$ cat src/rtl/core/lsseg_pkg.sv
// ----------------------------------------------------------------------------
// USB line-state segmenter package
// Shared types, register indexes, reset values and field widths.
// ----------------------------------------------------------------------------
package lsseg_pkg;

   // Fixed field widths of the ports.
   localparam int LEVEL_PORT_BITS = 16;
   localparam int START_PORT_BITS = 48;
   localparam int LEN_PORT_BITS   = 32;
   localparam int SEG_PORT_BITS   = 48;

   // Register widths.
   localparam int THRESHOLD_BITS = 16;
   localparam int TICK_BITS      = 32;
   localparam int GLITCH_BITS    = 40;
   localparam int CSR_DATA_BITS  = GLITCH_BITS;
   localparam int CSR_INDEX_BITS = 2;

   // ceil(glitch / tick) fits in one bit more than the glitch limit.
   localparam int NEED_BITS = GLITCH_BITS + 1;

   // Default build parameters.
   localparam int DEFAULT_TIME_BITS  = 48;
   localparam int DEFAULT_LEVEL_BITS = 16;

   // Depth of the queue between the classifier and the merge stage.
   localparam int QUEUE_DEPTH = 2;

   // Register indexes.
   localparam logic [CSR_INDEX_BITS-1:0] CSR_FULL_SPEED = 2'd0;
   localparam logic [CSR_INDEX_BITS-1:0] CSR_THRESHOLD  = 2'd1;
   localparam logic [CSR_INDEX_BITS-1:0] CSR_TICK       = 2'd2;
   localparam logic [CSR_INDEX_BITS-1:0] CSR_GLITCH     = 2'd3;

   // Register reset values.
   localparam logic                      FULL_SPEED_RESET = 1'b1;
   localparam logic [THRESHOLD_BITS-1:0] THRESHOLD_RESET  = 16'd400;
   localparam logic [TICK_BITS-1:0]      TICK_RESET       = 32'd1;
   localparam logic [GLITCH_BITS-1:0]    GLITCH_RESET     = 40'd100000;
   // ceil(GLITCH_RESET / TICK_RESET)
   localparam logic [NEED_BITS-1:0]      NEED_RESET       = 41'd100000;

   // Word action codes.
   localparam logic ACTION_SAMPLE = 1'b0;
   localparam logic ACTION_FLUSH  = 1'b1;

   typedef enum logic [1:0] {
      LS_SE0 = 2'd0,
      LS_SE1 = 2'd1,
      LS_J   = 2'd2,
      LS_K   = 2'd3
   } line_state_type;

   // Glitch test operand prepared from tick and glitch limit.
   typedef struct packed {
      logic                 always_short;
      logic [NEED_BITS-1:0] need;
   } need_type;

   // Merge stage status, for checking.
   typedef struct packed {
      logic pop;
      logic pop_flush;
      logic open_valid;
   } back_status_type;

endpackage

$ cat src/rtl/core/lsseg_front.sv
// ----------------------------------------------------------------------------
// Line-state classifier
// Slices D+ and D- against the threshold and classes the pair as SE0, SE1,
// J or K; sizes start and length to the internal time width.
// ----------------------------------------------------------------------------
module lsseg_front
   import lsseg_pkg::*;
#(
   parameter int TIME_BITS  = DEFAULT_TIME_BITS,
   parameter int LEVEL_BITS = DEFAULT_LEVEL_BITS
) (
   input  logic signed [LEVEL_PORT_BITS-1:0] dp_level,
   input  logic signed [LEVEL_PORT_BITS-1:0] dn_level,
   input  logic [THRESHOLD_BITS-1:0]         threshold,
   input  logic                              full_speed,
   input  logic [START_PORT_BITS-1:0]        sample_start,
   input  logic [LEN_PORT_BITS-1:0]          sample_len,
   output line_state_type                    line_state,
   output logic [TIME_BITS-1:0]              start_t,
   output logic [TIME_BITS-1:0]              len_t
);

   logic signed [LEVEL_BITS-1:0] dp_s;
   logic signed [LEVEL_BITS-1:0] dn_s;
   logic signed [LEVEL_BITS-1:0] thr_s;
   logic                         dp_high;
   logic                         dn_high;

   // Fields are taken at their port width, then read as LEVEL_BITS two's complement.
   assign dp_s  = LEVEL_BITS'($unsigned(dp_level));
   assign dn_s  = LEVEL_BITS'($unsigned(dn_level));
   assign thr_s = LEVEL_BITS'(threshold);

   assign dp_high = dp_s > thr_s;
   assign dn_high = dn_s > thr_s;

   always_comb begin
      priority if (dp_high && dn_high) begin
         line_state = LS_SE1;
      end else if (!dp_high && !dn_high) begin
         line_state = LS_SE0;
      end else if (full_speed) begin
         line_state = dp_high ? LS_J : LS_K;
      end else begin
         line_state = dp_high ? LS_K : LS_J;
      end
   end

   assign start_t = TIME_BITS'(sample_start);
   assign len_t   = TIME_BITS'(sample_len);

endmodule

$ cat src/rtl/core/lsseg_queue.sv
// ----------------------------------------------------------------------------
// Line-state segmenter word queue
// Small first-in first-out buffer between the classifier and the merge stage.
// ----------------------------------------------------------------------------
module lsseg_queue
   import lsseg_pkg::*;
#(
   parameter int WIDTH = 8,
   parameter int DEPTH = QUEUE_DEPTH
) (
   input  logic             clock,
   input  logic             reset,
   input  logic             push,
   input  logic [WIDTH-1:0] push_data,
   input  logic             pop,
   output logic             full,
   output logic             valid,
   output logic [WIDTH-1:0] head
);

   localparam int PTR_BITS   = (DEPTH > 1) ? $clog2(DEPTH) : 1;
   localparam int COUNT_BITS = $clog2(DEPTH + 1);
   localparam logic [PTR_BITS-1:0]   LAST_PTR = PTR_BITS'(DEPTH - 1);
   localparam logic [COUNT_BITS-1:0] FULL_CNT = COUNT_BITS'(DEPTH);

   logic [WIDTH-1:0]      entry_ff [DEPTH];
   logic [PTR_BITS-1:0]   wr_ptr_ff;
   logic [PTR_BITS-1:0]   wr_ptr_in;
   logic [PTR_BITS-1:0]   rd_ptr_ff;
   logic [PTR_BITS-1:0]   rd_ptr_in;
   logic [COUNT_BITS-1:0] count_ff;
   logic [COUNT_BITS-1:0] count_in;

   assign full  = count_ff == FULL_CNT;
   assign valid = count_ff != '0;
   assign head  = entry_ff[rd_ptr_ff];

   always_comb begin
      wr_ptr_in = wr_ptr_ff;
      rd_ptr_in = rd_ptr_ff;
      count_in  = count_ff;
      if (push) begin
         wr_ptr_in = (wr_ptr_ff == LAST_PTR) ? '0 : wr_ptr_ff + 1'b1;
      end
      if (pop) begin
         rd_ptr_in = (rd_ptr_ff == LAST_PTR) ? '0 : rd_ptr_ff + 1'b1;
      end
      if (push && !pop) begin
         count_in = count_ff + 1'b1;
      end else if (pop && !push) begin
         count_in = count_ff - 1'b1;
      end
   end

   always_ff @(posedge clock) begin
      if (reset) begin
         wr_ptr_ff <= '0;
         rd_ptr_ff <= '0;
         count_ff  <= '0;
      end else begin
         wr_ptr_ff <= wr_ptr_in;
         rd_ptr_ff <= rd_ptr_in;
         count_ff  <= count_in;
      end
   end

   always_ff @(posedge clock) begin
      if (push) begin
         entry_ff[wr_ptr_ff] <= push_data;
      end
   end

endmodule

$ cat src/rtl/core/lsseg_need_div.sv
// ----------------------------------------------------------------------------
// Glitch length divider
// Turns the glitch limit in picoseconds into a length in ticks,
// ceil(glitch_limit / tick), one quotient bit per cycle.
// ----------------------------------------------------------------------------
module lsseg_need_div
   import lsseg_pkg::*;
(
   input  logic                   clock,
   input  logic                   reset,
   input  logic                   start,
   input  logic [TICK_BITS-1:0]   tick,
   input  logic [GLITCH_BITS-1:0] glitch,
   output logic                   busy,
   output need_type               need
);

   localparam int STEP_BITS = $clog2(GLITCH_BITS + 1);
   localparam logic [STEP_BITS-1:0] STEPS = STEP_BITS'(GLITCH_BITS);

   logic                   busy_ff;
   logic [STEP_BITS-1:0]   step_ff;
   logic [TICK_BITS-1:0]   rem_ff;
   logic [TICK_BITS-1:0]   rem_in;
   logic [GLITCH_BITS-1:0] quo_ff;
   logic [GLITCH_BITS-1:0] quo_in;
   need_type               need_ff;
   need_type               need_in;
   logic [TICK_BITS:0]     shifted;
   logic                   fits;

   // One restoring step: bring down the next dividend bit and try a subtract.
   assign shifted = {rem_ff, quo_ff[GLITCH_BITS-1]};
   assign fits    = shifted >= {1'b0, tick};

   always_comb begin
      rem_in = fits ? TICK_BITS'(shifted - {1'b0, tick}) : shifted[TICK_BITS-1:0];
      quo_in = {quo_ff[GLITCH_BITS-2:0], fits};
   end

   // A zero tick makes every length short; a zero limit makes none.
   always_comb begin
      need_in.always_short = (tick == '0) && (glitch != '0);
      if (glitch == '0) begin
         need_in.need = '0;
      end else begin
         need_in.need = {1'b0, quo_ff} + NEED_BITS'(rem_ff != '0);
      end
   end

   always_ff @(posedge clock) begin
      if (reset) begin
         busy_ff <= 1'b0;
         step_ff <= '0;
         need_ff <= '{always_short: 1'b0, need: NEED_RESET};
      end else if (start) begin
         busy_ff <= 1'b1;
         step_ff <= STEPS;
      end else if (busy_ff) begin
         if (step_ff != '0) begin
            step_ff <= step_ff - 1'b1;
         end else begin
            busy_ff <= 1'b0;
            need_ff <= need_in;
         end
      end
   end

   always_ff @(posedge clock) begin
      if (start) begin
         rem_ff <= '0;
         quo_ff <= glitch;
      end else if (busy_ff && step_ff != '0) begin
         rem_ff <= rem_in;
         quo_ff <= quo_in;
      end
   end

   assign busy = start || busy_ff;
   assign need = need_ff;

endmodule

$ cat src/rtl/core/lsseg_back.sv
// ----------------------------------------------------------------------------
// Segment merge stage
// Holds the open segment, merges runs and short SE0/SE1 glitches, and
// registers finished segments for the result channel.
// ----------------------------------------------------------------------------
module lsseg_back
   import lsseg_pkg::*;
#(
   parameter int TIME_BITS = DEFAULT_TIME_BITS
) (
   input  logic                     clock,
   input  logic                     reset,
   input  logic                     q_valid,
   input  logic                     q_action,
   input  line_state_type           q_state,
   input  logic [TIME_BITS-1:0]     q_start,
   input  logic [TIME_BITS-1:0]     q_len,
   input  need_type                 need,
   output logic                     q_pop,
   output back_status_type          status,
   output logic                     rsp_valid,
   input  logic                     rsp_stall,
   output logic [SEG_PORT_BITS-1:0] rsp_seg_start,
   output logic [SEG_PORT_BITS-1:0] rsp_seg_len,
   output logic [1:0]               rsp_seg_state
);

   localparam int CMP_BITS = (TIME_BITS > NEED_BITS) ? TIME_BITS : NEED_BITS;

   logic                     open_valid_ff;
   logic [TIME_BITS-1:0]     open_start_ff;
   logic [TIME_BITS-1:0]     open_len_ff;
   line_state_type           open_state_ff;
   logic                     rsp_valid_ff;
   logic [SEG_PORT_BITS-1:0] rsp_start_ff;
   logic [SEG_PORT_BITS-1:0] rsp_len_ff;
   line_state_type           rsp_state_ff;

   logic                 flush;
   logic [TIME_BITS:0]   sum;
   logic [TIME_BITS-1:0] len_sat;
   logic                 open_is_glitch;
   logic                 open_short;
   logic                 emit;

   assign q_pop = q_valid && (!rsp_valid_ff || !rsp_stall);
   assign flush = q_action == ACTION_FLUSH;

   assign sum     = {1'b0, open_len_ff} + {1'b0, q_len};
   assign len_sat = sum[TIME_BITS] ? '1 : sum[TIME_BITS-1:0];

   assign open_is_glitch = (open_state_ff == LS_SE0) || (open_state_ff == LS_SE1);
   assign open_short     = need.always_short ||
                           (CMP_BITS'(open_len_ff) < CMP_BITS'(need.need));

   always_comb begin
      emit = 1'b0;
      if (q_pop && open_valid_ff) begin
         if (flush) begin
            emit = 1'b1;
         end else if (q_state != open_state_ff && !(open_is_glitch && open_short)) begin
            emit = 1'b1;
         end
      end
   end

   always_ff @(posedge clock) begin
      if (reset) begin
         open_valid_ff <= 1'b0;
         rsp_valid_ff  <= 1'b0;
      end else begin
         if (q_pop) begin
            open_valid_ff <= !flush;
         end
         if (emit) begin
            rsp_valid_ff <= 1'b1;
         end else if (!rsp_stall) begin
            rsp_valid_ff <= 1'b0;
         end
      end
   end

   always_ff @(posedge clock) begin
      if (emit) begin
         rsp_start_ff <= SEG_PORT_BITS'(open_start_ff);
         rsp_len_ff   <= SEG_PORT_BITS'(open_len_ff);
         rsp_state_ff <= open_state_ff;
      end
      if (q_pop && !flush) begin
         open_state_ff <= q_state;
         if (!open_valid_ff || emit) begin
            open_start_ff <= q_start;
            open_len_ff   <= q_len;
         end else begin
            open_len_ff <= len_sat;
         end
      end
   end

   assign rsp_valid     = rsp_valid_ff;
   assign rsp_seg_start = rsp_start_ff;
   assign rsp_seg_len   = rsp_len_ff;
   assign rsp_seg_state = rsp_state_ff;

   assign status = '{pop: q_pop, pop_flush: q_pop && flush, open_valid: open_valid_ff};

endmodule

$ cat src/rtl/core/usb_line_state_segmenter.sv
// ----------------------------------------------------------------------------
// USB line-state segmenter
// Classes D+/D- sample pairs as SE0, SE1, J or K and merges them into
// timed line-state segments, absorbing short SE0/SE1 glitches.
// ----------------------------------------------------------------------------
//
//   Channel  Direction  Handshake            Contents
//   req_     in         req_valid/req_stall  sample pair or end-of-capture flush
//   rsp_     out        rsp_valid/rsp_stall  finished segment: start, length, state
//   csr_     in         csr_write_enable     speed mode, threshold, tick, glitch limit
//
// A word is classified in the cycle it is accepted and enters a two-entry
// queue; the merge stage takes one word per cycle from it while the result
// is not stalled, so the block runs at one word per clock into a result
// register unless stalled. Writing tick_ps or glitch_limit_ps starts a divide
// that turns the glitch limit into a length in ticks; req_stall stays high meanwhile.
// Reset is synchronous and active high and leaves no open segment.
// A stalled result only stops the merge stage; the queue keeps taking words
// until it fills.
//
module usb_line_state_segmenter
   import lsseg_pkg::*;
#(
   parameter int TIME_BITS  = DEFAULT_TIME_BITS,
   parameter int LEVEL_BITS = DEFAULT_LEVEL_BITS
) (
   input  logic                              clock,
   input  logic                              reset,

   input  logic                              req_valid,
   output logic                              req_stall,
   input  logic                              req_action,
   input  logic signed [LEVEL_PORT_BITS-1:0] req_dp_level,
   input  logic signed [LEVEL_PORT_BITS-1:0] req_dn_level,
   input  logic [START_PORT_BITS-1:0]        req_sample_start,
   input  logic [LEN_PORT_BITS-1:0]          req_sample_len,

   output logic                              rsp_valid,
   input  logic                              rsp_stall,
   output logic [SEG_PORT_BITS-1:0]          rsp_seg_start,
   output logic [SEG_PORT_BITS-1:0]          rsp_seg_len,
   output logic [1:0]                        rsp_seg_state,

   input  logic                              csr_write_enable,
   input  logic [CSR_INDEX_BITS-1:0]         csr_index,
   input  logic [CSR_DATA_BITS-1:0]          csr_wdata
);

   // Queue word layout: action, class, start, length.
   localparam int ITEM_BITS = 1 + 2 + 2 * TIME_BITS;

   // Configuration registers.
   logic                      full_speed_ff;
   logic [THRESHOLD_BITS-1:0] threshold_ff;
   logic [TICK_BITS-1:0]      tick_ff;
   logic [GLITCH_BITS-1:0]    glitch_ff;
   logic                      div_start_ff;

   logic     div_busy;
   need_type need;

   line_state_type       front_state;
   logic [TIME_BITS-1:0] front_start;
   logic [TIME_BITS-1:0] front_len;

   logic                 q_push;
   logic                 q_full;
   logic                 q_valid;
   logic                 q_pop;
   logic [ITEM_BITS-1:0] q_push_data;
   logic [ITEM_BITS-1:0] q_head;
   logic                 q_action;
   line_state_type       q_state;
   logic [TIME_BITS-1:0] q_start;
   logic [TIME_BITS-1:0] q_len;

   back_status_type back_status;

   // Configuration writes. A change of tick or glitch limit reloads the
   // divider in the following cycle, once the new value is in its register.
   always_ff @(posedge clock) begin
      if (reset) begin
         full_speed_ff <= FULL_SPEED_RESET;
         threshold_ff  <= THRESHOLD_RESET;
         tick_ff       <= TICK_RESET;
         glitch_ff     <= GLITCH_RESET;
         div_start_ff  <= 1'b0;
      end else begin
         div_start_ff <= csr_write_enable &&
                         (csr_index == CSR_TICK || csr_index == CSR_GLITCH);
         if (csr_write_enable) begin
            unique case (csr_index)
               CSR_FULL_SPEED: begin
                  full_speed_ff <= csr_wdata[0];
               end
               CSR_THRESHOLD: begin
                  threshold_ff <= csr_wdata[THRESHOLD_BITS-1:0];
               end
               CSR_TICK: begin
                  tick_ff <= csr_wdata[TICK_BITS-1:0];
               end
               CSR_GLITCH: begin
                  glitch_ff <= csr_wdata[GLITCH_BITS-1:0];
               end
               default: begin
               end
            endcase
         end
      end
   end

   lsseg_need_div u_need_div (
      .clock  (clock),
      .reset  (reset),
      .start  (div_start_ff),
      .tick   (tick_ff),
      .glitch (glitch_ff),
      .busy   (div_busy),
      .need   (need)
   );

   // Front: classify the accepted word and queue it.
   lsseg_front #(
      .TIME_BITS  (TIME_BITS),
      .LEVEL_BITS (LEVEL_BITS)
   ) u_front (
      .dp_level     (req_dp_level),
      .dn_level     (req_dn_level),
      .threshold    (threshold_ff),
      .full_speed   (full_speed_ff),
      .sample_start (req_sample_start),
      .sample_len   (req_sample_len),
      .line_state   (front_state),
      .start_t      (front_start),
      .len_t        (front_len)
   );

   assign req_stall   = q_full || div_busy;
   assign q_push      = req_valid && !req_stall;
   assign q_push_data = {req_action, front_state, front_start, front_len};

   lsseg_queue #(
      .WIDTH (ITEM_BITS),
      .DEPTH (QUEUE_DEPTH)
   ) u_queue (
      .clock     (clock),
      .reset     (reset),
      .push      (q_push),
      .push_data (q_push_data),
      .pop       (q_pop),
      .full      (q_full),
      .valid     (q_valid),
      .head      (q_head)
   );

   assign q_action = q_head[ITEM_BITS-1];
   assign q_state  = line_state_type'(q_head[ITEM_BITS-2 -: 2]);
   assign q_start  = q_head[2*TIME_BITS-1 -: TIME_BITS];
   assign q_len    = q_head[TIME_BITS-1:0];

   // Back: merge runs into the open segment and emit finished ones.
   lsseg_back #(
      .TIME_BITS (TIME_BITS)
   ) u_back (
      .clock         (clock),
      .reset         (reset),
      .q_valid       (q_valid),
      .q_action      (q_action),
      .q_state       (q_state),
      .q_start       (q_start),
      .q_len         (q_len),
      .need          (need),
      .q_pop         (q_pop),
      .status        (back_status),
      .rsp_valid     (rsp_valid),
      .rsp_stall     (rsp_stall),
      .rsp_seg_start (rsp_seg_start),
      .rsp_seg_len   (rsp_seg_len),
      .rsp_seg_state (rsp_seg_state)
   );

   // A new result must come from a word the merge stage took in the previous cycle.
   assert property (@(posedge clock) disable iff (reset)
      (rsp_valid && !$past(rsp_valid)) |-> $past(back_status.pop))
      else $error("result appeared without a merged word");

   // A queued word is visible to the merge stage on the next cycle.
   assert property (@(posedge clock) disable iff (reset)
      q_push |=> q_valid)
      else $error("accepted word missing from queue");

   // An end-of-capture flush leaves no open segment behind.
   assert property (@(posedge clock) disable iff (reset)
      back_status.pop_flush |=> !back_status.open_valid)
      else $error("open segment survived a flush");

endmodule
$ cat config.mk
export PLATFORM = sky130hd
export DESIGN_NAME = usb_line_state_segmenter
export DESIGN_NICKNAME = d
export VERILOG_FILES = /design/src/rtl/core/lsseg_pkg.sv /design/src/rtl/core/lsseg_front.sv /design/src/rtl/core/lsseg_queue.sv /design/src/rtl/core/lsseg_need_div.sv /design/src/rtl/core/lsseg_back.sv /design/src/rtl/core/usb_line_state_segmenter.sv
export SDC_FILE = /design/constraint.sdc
export NUM_CORES = 1
export LEC_CHECK = 0
export BUFFER_PORTS_ARGS = -buffer_cell sky130_fd_sc_hd__buf_2
export CORE_MARGIN = 1.5
export CORE_UTILIZATION = 60
export CTS_CLUSTER_SIZE = 14
export DETAILED_ROUTE_END_ITERATION = 10
export PLACE_DENSITY = 0.9
export SLEW_MARGIN = 5
export SYNTH_ARGS = -nofsm -noshare
export SYNTH_HDL_FRONTEND = slang
export SYNTH_SLANG_ARGS = --single-unit
$ cat constraint.sdc
create_clock -name clock -period 8.5 [get_ports clock]
set_clock_uncertainty 0.1 [all_clocks]
set_input_delay 1.7 -clock clock [delete_from_list [all_inputs] [get_ports clock]]
set_output_delay 1.7 -clock clock [all_outputs]
set_load 0.02 [all_outputs]
==> metrics.txt, run 1 <==
Clk pin slew, worst setup/hold paths=roughly 0.060 ns; final core occ=between 60 and 70%; global placement routability congestion=0.9675; CP Data Required Time=8.69 ns; nets@finish=2,885; CTS Hold Bufs=0; arrival time at the worst endpoint=6.16 ns; clk buf depth=3; Total GRT Usage=27.57%; post_cts resized=0; first-pass GRT wire length=101,700 microns; Min-Delay Path Class=reg -> reg; initial DRC count=1,895; Post-synth EDFFs=~400; Startpoint Class=register; vias per cell=6.010; Worst path depth=14; Syn Nets=2,645; slowest stage delay, CP=0.88 ns; worst-path fanout max=45; Slowest cell on crit path=nor2b_1; Fillers=3,030; FF+latch area=15,640 sq um; boundary pin count=260; P&R area growth vs syn=13.45%; MaxCap Viol Count=0; WHS=0.3076 ns; Multi-input gate area=approximately 11,000 sq um; total congestion overflow=0; number of synthesized register bits=580; drc violations=0; CP Cell Sequence=buf_4 > mux2i_1 > inv_1 > ha_1 > a21o_1 > a21o_1 > o21ai_0 > nand3_1 > o211ai_1 > nand3_1 > nand4_1 > buf_4 > nor2b_1 > a22oi_1; drt first pass iters=7; dpl hpwl=45,220 microns; Post-CTS Setup Bufs=0; Netlist cell types=between 60 and 70; CP delay by family, top=simple AND/OR/NAND/NOR gates; YS warnings=0; via count=slightly below 20,000; Seq/Total Area, Yosys=57.64%; Fmax=0.1677 GHz; RSZ-0062 raised after global routing=no; syn_area_per_cell=11.58 sq um; reg2reg path depth=14; initial core utilization=61.08%; # setup viols final=0; P_leak=11.64 nW; initial antenna violation count=5; full die area=46,490 sq um; Max Slew Vio Count=0; Worst Setup EP=u_back.open_len_ff[22]; Antenna Violating Nets Remaining=0; die height=215.6 microns; setup TNS=0 ns; reg-to-reg endpoint=u_back.open_len_ff[22]; CTS buffer count=55; vias in the first global route=19,240; final wirelength=~65,000 microns; clk sinks=580; synthesized area=about 27,000 sq um; Max-Slew Margin vs Limit=between 20% and 30%; Port Buf Inserts=259; Worst-Skew Late Latency=0.61 ns; worst vdd ir=about 0.22 mV; Clock Tree Root=clkbuf_16; core box area=44,410 sq um; CP endpoint kind=register; Hold Violations, Final=0; Tcrit/Tclk final=70.14%; Worst Tran Pin Value=1.049 ns; cells after synthesis=about 2,300; CTS tree=yes; DR WL/cell=20.17 microns; fraction of registers with async set/reset=0%; die width=215.6 microns; CP Class=reg -> reg; CTS H-tree depth=2; largest net degree at the start of global routing=90; std cell rows=between 70 and 80; status=finished, final reports clean; min cycle time layout=around 6.0 ns; primary flip-flop cell chosen by synthesis mapping=edfxtp_1; setup slack, reg-to-reg=2.54 ns; CP bufs+invs=3; share of layout cells above drive strength 1=19.63%; P per Cell Area=309.4 nW/um^2
## cells in the final DEF (no fill, tap or decap), types with 11 or more instances in the layout
master | synthesis | final
nor3_1 | 23 | 23
a21o_1 | 44 | 44
ha_1 | 141 | 141
nand2_1 | 278 | 278
xnor2_1 | 56 | 56
a211oi_1 | 29 | 29
xor2_1 | 52 | 52
o21ai_0 | 68 | 68
o21a_1 | 13 | 13
clkbuf_1 | 82 | 11
and3_1 | 25 | 24
a21oi_1 | 193 | 193
inv_1 | 131 | 130
nor2_1 | 118 | 116
nor2b_1 | 14 | 13
nand3_1 | 44 | 44
dfxtp_1 | 178 | 176
o211ai_1 | 12 | 12
a22oi_1 | 41 | 41
buf_4 | 2 | 20
buf_2 | 4 | 258
edfxtp_1 | 402 | 402
mux2i_1 | 34 | 34
nor4_1 | 38 | 38
mux2_2 | 137 | 137
and2_1 | 13 | 12
clkbuf_16 | 0 | 55
nand4_1 | 38 | 38
## cell usage after synthesis, drive strengths merged (14+ instances only)
cell | instances | area (sq um)
edfxtp | 402 | 12070
nand2 | 278 | 1044
a21oi | 193 | 965.9
dfxtp | 178 | 3563
ha | 141 | 1764
mux2 | 137 | 1543
inv | 131 | 491.7
nor2 | 118 | 442.9
clkbuf | 83 | 312.8
o21ai | 69 | 345.3
xnor2 | 56 | 490.5
xor2 | 52 | 455.4
a21o | 44 | 330.3
nand3 | 44 | 220.2
a22oi | 41 | 307.8
nand4 | 38 | 237.7
nor4 | 38 | 237.7
mux2i | 34 | 340.3
a211oi | 31 | 242.7
and3 | 25 | 156.4
nor3 | 23 | 115.1
nor2b | 14 | 87.58
## power by group
group | switching, mW | internal [mW]
registers | 0.280 | 3.58
clock network | 1.05 | 1.41
logic | 1.88 | 1.32
total | 3.21 | 6.31
## worst reg2reg max path: stages (launching register included)
cell      delay, ns
dfxtp_4        0.78
buf_4          0.63
mux2i_1        0.39
inv_1          0.08
ha_1           0.40
a21o_1         0.23
a21o_1         0.22
o21ai_0        0.35
nand3_1        0.19
o211ai_1       0.26
nand3_1        0.25
nand4_1        0.32
buf_4          0.39
nor2b_1        0.90
a22oi_1        0.18
## per-layer routing
layer | GRT usage (%) | part of all wire, %
met1 | 33.92 | 40
met5 | 0 | 0.018
met3 | 4.538 | 6.2
met2 | 48.20 | 50
met4 | 11.40 | 3.8
## how the worst min path moves through the flow
stage                                        start                       end  slack [ns]  depth (start not counted)
after detailed placement  u_back.open_start_ff[15]  u_back.rsp_seg_start[15]        0.30                          0
final                     u_back.open_start_ff[40]  u_back.rsp_seg_start[40]        0.31                          0
after global placement    u_back.open_start_ff[41]  u_back.rsp_seg_start[41]        0.30                          0
after global routing      u_back.open_start_ff[40]  u_back.rsp_seg_start[40]        0.32                          0
after CTS                 u_back.open_start_ff[40]  u_back.rsp_seg_start[40]        0.31                          0
after floorplan            u_back.open_start_ff[0]   u_back.rsp_seg_start[0]        0.30                          0
## final cells by class
cell class / instances / share of cell area, %
timing repair buffer: 278 / 4.683
clock inverter: 32 / 1.187
multi-input combinational: 1536 / 34.61
antenna: 4 / 0.03252
clock buffer: 67 / 4.651
sequential: 580 / 50.82
tap: 592 / 2.407
inverter: 131 / 1.606
## cell families (layout without fill, tap and decap cells)
family                   Yosys count  in the layout  synth area share, %
AO/OA/AOI/OAI                    482            482                11.31
buffers and inverters            226            508                3.206
flip-flops                       580            580                57.64
adder cells (fa/ha/maj)          143            143                6.651
multiplexers                     171            171                6.942
other                              0              4                    0
AND/OR/NAND/NOR                  632            632                10.77
XOR/XNOR                         108            108                3.487
## registers in the layout, indices dropped and copies added (netlist names), named ones only
register / flops
u_need_div.rem_ff: 32
u_need_div.busy_ff: 1
u_back.rsp_seg_start: 48
u_queue.count_ff: 2
u_back.rsp_valid: 1
u_queue.rd_ptr_ff: 1
glitch_ff: 40
full_speed_ff: 1
u_need_div.quo_ff: 40
u_need_div.need: 42
u_back.open_len_ff: 48
tick_ff: 32
u_back.open_start_ff: 48
div_start_ff: 1
u_queue.wr_ptr_ff: 1
u_back.open_valid_ff: 1
u_back.rsp_seg_len: 48
u_back.open_state_ff: 2
u_back.rsp_seg_state: 2
u_queue.entry_ff: 166
u_need_div.step_ff: 6
threshold_ff: 16
## per-stage QoR
step                power (mW)  setup slack (ns)  cell area, sq um  cells
detailed placement       7.013             2.661             28970   3117
global placement         6.869             2.923             28970   3117
CTS                      9.508             2.695             30770   3216
floorplan                6.245             2.315             27130   2342
finish                   9.523             2.538             30780   3220
global route             9.986             2.289             30780   3220
Note: power is estimated with default switching activity, not from simulation.
==> inputs of run 2 (changes only) <==
==> constraint.sdc (replaced) <==
create_clock -name clock -period 6.2 [get_ports clock]
set_clock_uncertainty 0.1 [all_clocks]
set_input_delay 1.24 -clock clock [delete_from_list [all_inputs] [get_ports clock]]
set_output_delay 1.24 -clock clock [all_outputs]
set_load 0.02 [all_outputs]
==> run 2 against run 1 <==
Compared with the run above: routed wire length increased by 0.97%; largest power group unchanged; count of clock-buffer cells in the layout decreased by 2; register-to-register slack got worse by 1.4 ns; first-iteration DRC count is 2.4% lower; sequential share of layout area is essentially flat; global-route usage grew 0.55 points; final area about the same; highest routed layer unchanged; clock power grew 34%; worst hold slack gained 0.0025 ns; critical path type unchanged; sequential cell count stayed put.
==> metrics.txt, run 2 (synthesis gave the netlist of run 1 again) <==
Design Area, Final=30,760 sq um (was 30,780 sq um); full die area=46,490 sq um (unchanged); CP Class=reg -> reg (unchanged); Startpoint Class=register (unchanged); post_cts resized=0 (unchanged); first-pass GRT wire length=103,800 microns (was 101,700 microns); reg-to-reg endpoint=u_back.open_len_ff[25] (was u_back.open_len_ff[22]); CTS Hold Bufs=0 (unchanged); CTS tree=yes (unchanged); CP Data Required Time=6.38 ns (was 8.69 ns); Internal Pwr Total=8.585 mW (was 6.310 mW); setup ws final=1.100 ns (was 2.538 ns); commonest non-fill, non-tap cell in the layout=edfxtp_1 (unchanged); Fmax=0.1961 GHz (was 0.1677 GHz); Max-Slew Margin vs Limit=26.68% (was 29.92%); Max Slew Vio Count=0 (unchanged); clock network power share=25.5% (was 25.9%); reg2reg path depth=12 (was 14); Clk pin slew, worst setup/hold paths=0.07 ns (was 0.06 ns); P&R area growth vs syn=13.41% (was 13.45%); Hold Violations, Final=0 (unchanged); sequential fraction of design power=40.5% (about the same); drc violations=0 (unchanged); # setup viols final=0 (unchanged); vias per cell=6.030 (was 6.010); worst-path fanout max=31 (was 45); slowest stage delay, CP=0.93 ns (was 0.88 ns); P per Cell Area=423.5 nW/um^2 (was 309.4 nW/um^2); initial DRC count=1,850 (was 1,895); setup slack, reg-to-reg=1.10 ns (was 2.54 ns); initial antenna violation count=8 (was 5); CTS H-tree depth=2 (unchanged); CP Cell Sequence=buf_4 > mux2i_1 > inv_1 > ha_1 > a21oi_1 > o21ai_0 > a21oi_1 > and2_1 > nand3_1 > nand4_1 > nor2b_1 > a22oi_1 (was buf_4 > mux2i_1 > inv_1 > ha_1 > a21o_1 > a21o_1 > o21ai_0 > nand3_1 > o211ai_1 > nand3_1 > nand4_1 > buf_4 > nor2b_1 > a22oi_1); total congestion overflow=0 (unchanged); boundary pin count=260 (unchanged); setup TNS=0 ns (unchanged); DR WL/cell=20.33 microns (was 20.17 microns); std cell rows=77 (unchanged); core box area=44,410 sq um (unchanged); min cycle time layout=5.100 ns (was 5.962 ns); Worst-Skew Late Latency=0.61 ns (about the same); global placement routability congestion=0.9662 (was 0.9675); Switch Pwr=4.442 mW (was 3.213 mW); nets@finish=2,889 (was 2,885); Worst Setup EP=u_back.open_len_ff[25] (was u_back.open_len_ff[22]); Slowest cell on crit path=nor2b_1 (unchanged); most frequent cells in the layout=edfxtp_1, nand2_1, buf_2 (unchanged); met1 Resource Use GR=35.10% (was 33.92%); Post-CTS Setup Bufs=0 (unchanged); Largest Register=u_queue.entry_ff (unchanged); busiest layer in global routing=met2 (unchanged); final std cells w/o fill=3,225 (was 3,220); Sw Share=34.10% (was 33.74%); met3 Use GR=5.004% (was 4.538%); Placed Instance Area=28,990 sq um (was 28,970 sq um); die width=215.6 microns (unchanged); Antenna Violating Nets Remaining=0 (unchanged); via count=19,450 (was 19,350); share of layout cells above drive strength 1=19.67% (was 19.63%); clk sinks=580 (unchanged); Port Buf Inserts=259 (unchanged); initial core utilization=61.08% (unchanged); die height=215.6 microns (unchanged); CTS buffer count=56 (was 55); P_leak=11.62 nW (was 11.64 nW); RSZ-0062 raised after global routing=no (unchanged); Tot Pwr=13.03 mW (was 9.523 mW); met2 GRT Util=48.50% (was 48.20%); worst slack, placed=1.304 ns (was 2.661 ns); MaxCap Viol Count=0 (unchanged); CP dominant cell by count=a21oi_1; placed cell count=3,120 (was 3,117); max FFs per register=166 (unchanged); Logic pwr share=34.0% (was 33.6%); clk buf depth=3 (unchanged); Total GRT Usage=28.12% (was 27.57%); vias in the first global route=19,700 (was 19,240); status=finished, final reports clean (unchanged); largest net degree at the start of global routing=95 (was 90); arrival time at the worst endpoint=5.28 ns (was 6.16 ns); drt first pass iters=6 (was 7); Clock Tree Root=clkbuf_16 (unchanged); Tcrit/Tclk final=82.25% (was 70.14%); CP endpoint kind=register (unchanged); Min-Delay Path Class=reg -> reg (unchanged); dpl hpwl=45,920 microns (was 45,220 microns); worst vdd ir=0.3485 mV (was 0.2230 mV); Worst Tran Pin Value=1.098 ns (was 1.049 ns); final wirelength=65,570 microns (was 64,940 microns)
==> run 2: per-layer routing <==
metal  vias up  wire length [microns]
li1       9072                      -
met1      9343                  25800
met2       816                  32760
met3       209                   4414
met4         6                   2557
met5         -                     39
==> run 2: through the flow <==
step                hold slack [ns]  util (%)
floorplan                    0.3003         -
global placement             0.3006     65.28
detailed placement           0.3045     65.28
CTS                          0.3137     69.24
global route                 0.3222     69.27
finish                       0.3101     69.27
==> run 2: worst max-delay path: cells and delay by family (launching register included) <==
family / cells / cell delay (ns)
DFF: 1 / 0.66
and+or+nand+nor: 4 / 1.79
adders and majority gates: 1 / 0.36
muxes: 1 / 0.28
AOI/OAI and AO/OA: 4 / 1.02
buffers and inverters: 2 / 0.54
==> run 2: worst min-delay path by stage <==
stage	slack [ns]	from	cells past startpoint	endpoint
finish	0.31	u_back.open_start_ff[41]	0	u_back.rsp_seg_start[41]
global placement	0.30	u_back.open_start_ff[2]	0	u_back.rsp_seg_start[2]
floorplan	0.30	u_back.open_start_ff[0]	0	u_back.rsp_seg_start[0]
detailed placement	0.30	u_back.open_start_ff[11]	0	u_back.rsp_seg_start[11]
CTS	0.31	u_back.open_start_ff[41]	0	u_back.rsp_seg_start[41]
global route	0.32	u_back.open_start_ff[41]	0	u_back.rsp_seg_start[41]
==> run 2: area by class of cell <==
type	count	area, sq um
tap	592	740.7
fill	2988	13650
multi-input combinational	1536	10650
sequential	580	15640
timing repair buffer	281	1464
antenna	5	12.51
inverter	131	494.2
clock buffer	65	1435
clock inverter	35	325.3
==> run 2: power by group through the flow <==
stage	sequential, mW	combinational [mW]	clock, mW
5_1_grt	5.32	4.86	3.48
6_report	5.28	4.43	3.32
4_1_cts	5.27	4.38	3.34
3_5_place_dp	5.34	4.32	0
3_3_place_gp	5.31	4.14	0
2_1_floorplan	5.28	3.28	0
==> inputs of run 3 (changes only) <==
--- a/config.mk
+++ b/config.mk
@@ -7,10 +7,10 @@
 export LEC_CHECK = 0
 export BUFFER_PORTS_ARGS = -buffer_cell sky130_fd_sc_hd__buf_2
 export CORE_MARGIN = 1.5
-export CORE_UTILIZATION = 60
+export CORE_UTILIZATION = 54
 export CTS_CLUSTER_SIZE = 14
 export DETAILED_ROUTE_END_ITERATION = 10
-export PLACE_DENSITY = 0.9
+export PLACE_DENSITY = 0.86
 export SLEW_MARGIN = 5
 export SYNTH_ARGS = -nofsm -noshare
 export SYNTH_HDL_FRONTEND = slang
==> constraint.sdc (replaced) <==
create_clock -name clock -period 4.35 [get_ports clock]
set_clock_uncertainty 0.1 [all_clocks]
set_input_delay 0.87 -clock clock [delete_from_list [all_inputs] [get_ports clock]]
set_output_delay 0.87 -clock clock [all_outputs]
set_load 0.02 [all_outputs]
==> run 3 against run 2 <==
Compared with the run above: die area grew 11%; final cell count grew 2.7%; worst hold slack gained 0.0063 ns; register-to-register slack lost 0.83 ns; critical path depth grew 1; first-iteration DRC count shrank 7.8%; combinational power grew 46%; power grew 43%; routed wire length grew 0.91%; highest routed layer unchanged.
==> metrics.txt, run 3 (synthesis gave the netlist of run 1 again) <==
status=finished, final reports clean (unchanged); drt first pass iters=6 (unchanged); Antenna Violating Nets Remaining=0 (unchanged); commonest non-fill, non-tap cell in the layout=edfxtp_1 (unchanged); CP Data Required Time=4.61 ns (was 6.38 ns); die height=227.1 microns (was 215.6 microns); std cell rows=81 (was 77); CP Class=reg -> reg (unchanged); CTS Hold Bufs=0 (unchanged); first-pass GRT wire length=103,200 microns (was 103,800 microns); clk buf depth=3 (unchanged); Startpoint Class=register (unchanged); global placement routability congestion=0.9547 (was 0.9662); boundary pin count=260 (unchanged); total congestion overflow=0 (unchanged); Worst Tran Pin Value=0.8862 ns (was 1.098 ns); Max-Slew Margin vs Limit=40.92% (was 26.68%); placed cell count=3,203 (was 3,120); Sw Share=34.25% (was 34.10%); Clk pin slew, worst setup/hold paths=0.06 ns (was 0.07 ns); Hold Violations, Final=0 (unchanged); DR WL/cell=19.97 microns (was 20.33 microns); slowest stage delay, CP=0.53 ns (was 0.93 ns); clk sinks=580 (unchanged); Max Slew Vio Count=0 (unchanged); min cycle time layout=4.081 ns (was 5.100 ns); die width=227.1 microns (was 215.6 microns); Fmax=0.2450 GHz (was 0.1961 GHz); initial core utilization=55.07% (was 61.08%); vias in the first global route=19,590 (was 19,700); most frequent cells in the layout=edfxtp_1, nand2_1, buf_2 (unchanged); core box area=49,250 sq um (was 44,410 sq um); Placed Instance Area=29,240 sq um (was 28,990 sq um); max FFs per register=166 (unchanged); Largest Register=u_queue.entry_ff (unchanged); full die area=51,590 sq um (was 46,490 sq um); Design Area, Final=31,070 sq um (was 30,760 sq um); CP dominant cell by count=o211ai_1 (was a21oi_1); Worst-Skew Late Latency=0.64 ns (was 0.61 ns); clock network power share=25.2% (was 25.5%); Total GRT Usage=25.54% (was 28.12%); Slowest cell on crit path=nor4_1 (was nor2b_1); Tcrit/Tclk final=93.81% (was 82.25%); sequential fraction of design power=40.1% (was 40.5%); Port Buf Inserts=259 (unchanged); vias per cell=5.927 (was 6.030); worst-path fanout max=16 (was 31); dpl hpwl=46,730 microns (was 45,920 microns); CP Cell Sequence=mux2_2 > ha_1 > inv_1 > fa_1 > nand2b_1 > a21oi_1 > o211ai_1 > a2111oi_4 > o211ai_1 > nand3_1 > a21boi_0 > nor4_1 > a311oi_1 (was buf_4 > mux2i_1 > inv_1 > ha_1 > a21oi_1 > o21ai_0 > a21oi_1 > and2_1 > nand3_1 > nand4_1 > nor2b_1 > a22oi_1); share of layout cells above drive strength 1=20.08% (was 19.67%); P per Cell Area=601.0 nW/um^2 (was 423.5 nW/um^2); Switch Pwr=6.395 mW (was 4.442 mW); final wirelength=66,170 microns (was 65,570 microns); nets@finish=2,900 (was 2,889); worst vdd ir=0.4377 mV (was 0.3485 mV); CTS tree=yes (unchanged); setup slack, reg-to-reg=0.27 ns (was 1.10 ns); Internal Pwr Total=12.28 mW (was 8.585 mW); Logic pwr share=34.7% (was 34.0%); # setup viols final=0 (unchanged); Post-CTS Setup Bufs=0 (unchanged); P&R area growth vs syn=14.55% (was 13.41%); initial antenna violation count=9 (was 8); drc violations=0 (unchanged); CTS buffer count=56 (unchanged); P_leak=11.71 nW (was 11.62 nW); CTS H-tree depth=2 (unchanged); setup ws final=0.2691 ns (was 1.100 ns); via count=19,640 (was 19,450); CP endpoint kind=register (unchanged); final std cells w/o fill=3,313 (was 3,225); arrival time at the worst endpoint=4.34 ns (was 5.28 ns); initial DRC count=1,706 (was 1,850); worst slack, placed=0.2268 ns (was 1.304 ns); Clock Tree Root=clkbuf_16 (unchanged); largest net degree at the start of global routing=90 (was 95); MaxCap Viol Count=0 (unchanged); Min-Delay Path Class=reg -> reg (unchanged)
[run 3: power by group through the flow]
stage	Sequential [mW]	Combinational, mW	Clock [mW]
4_1_cts	7.47	6.38	4.77
5_1_grt	7.55	7.09	4.98
3_3_place_gp	7.54	6.08	0
2_1_floorplan	7.51	4.68	0
3_5_place_dp	7.58	6.30	0
6_report	7.48	6.48	4.71
[run 3: through the flow]
stage	hold slack, ns	util, %	setup TNS [ns]	power, mW
after global placement	0.3006	59.36	0	13.62
after global routing	0.2980	63.07	-0.1964	19.62
after floorplan	0.3003	-	0	12.19
after CTS	0.2952	62.96	0	18.63
after detailed placement	0.3045	59.36	0	13.88
final	0.3164	63.08	0	18.67
[run 3: what timing repair did]
item,in CTS,in global routing
resized for setup,0,5
setup endpoints to repair,0,10
hold endpoints to repair,0,0
[run 3: cell type report]
| class | count | area (sq um) |
|---|---|---|
| flip-flops and latches | 580 | 15640 |
| fillers | 3661 | 18180 |
| multi-input cells | 1536 | 10700 |
| inverters | 131 | 494.2 |
| clock buffers | 76 | 1508 |
| repair buffers | 292 | 1622 |
| well taps | 664 | 830.8 |
| diodes | 5 | 12.51 |
| clock inverters | 29 | 262.8 |
[run 3: critical path, delay by kind of cell (launching register included)]
kind,cells,cell delay (ns)
AO/OA/AOI/OAI,6,1.46
AND/OR/NAND/NOR,3,0.90
buffers and inverters,1,0.06
adder cells (fa/ha/maj),2,0.56
multiplexers,1,0.23
flip-flops,1,0.51
[run 3: layer usage]
layer	global-route usage, %	vias to the layer above	wire (microns)	share of wire, %
met5	0	-	72	0.11
met3	4.453	221	3829	5.8
met2	43.53	764	33040	50
met1	31.89	9518	26360	40
li1	-	9121	-	-
met4	11.32	12	2864	4.3
[run 3: path summary, 6_finish.rpt]
path / depth (start not counted) / end / start
worst max-delay path: 13 / u_back.open_len_ff[44] / register
worst min-delay path: 0 / u_back.rsp_seg_start[14] / u_back.open_start_ff[14]
worst max register to register: 13 / u_back.open_len_ff[44] / register
worst min register to register: 0 / u_back.rsp_seg_start[14] / u_back.open_start_ff[14]
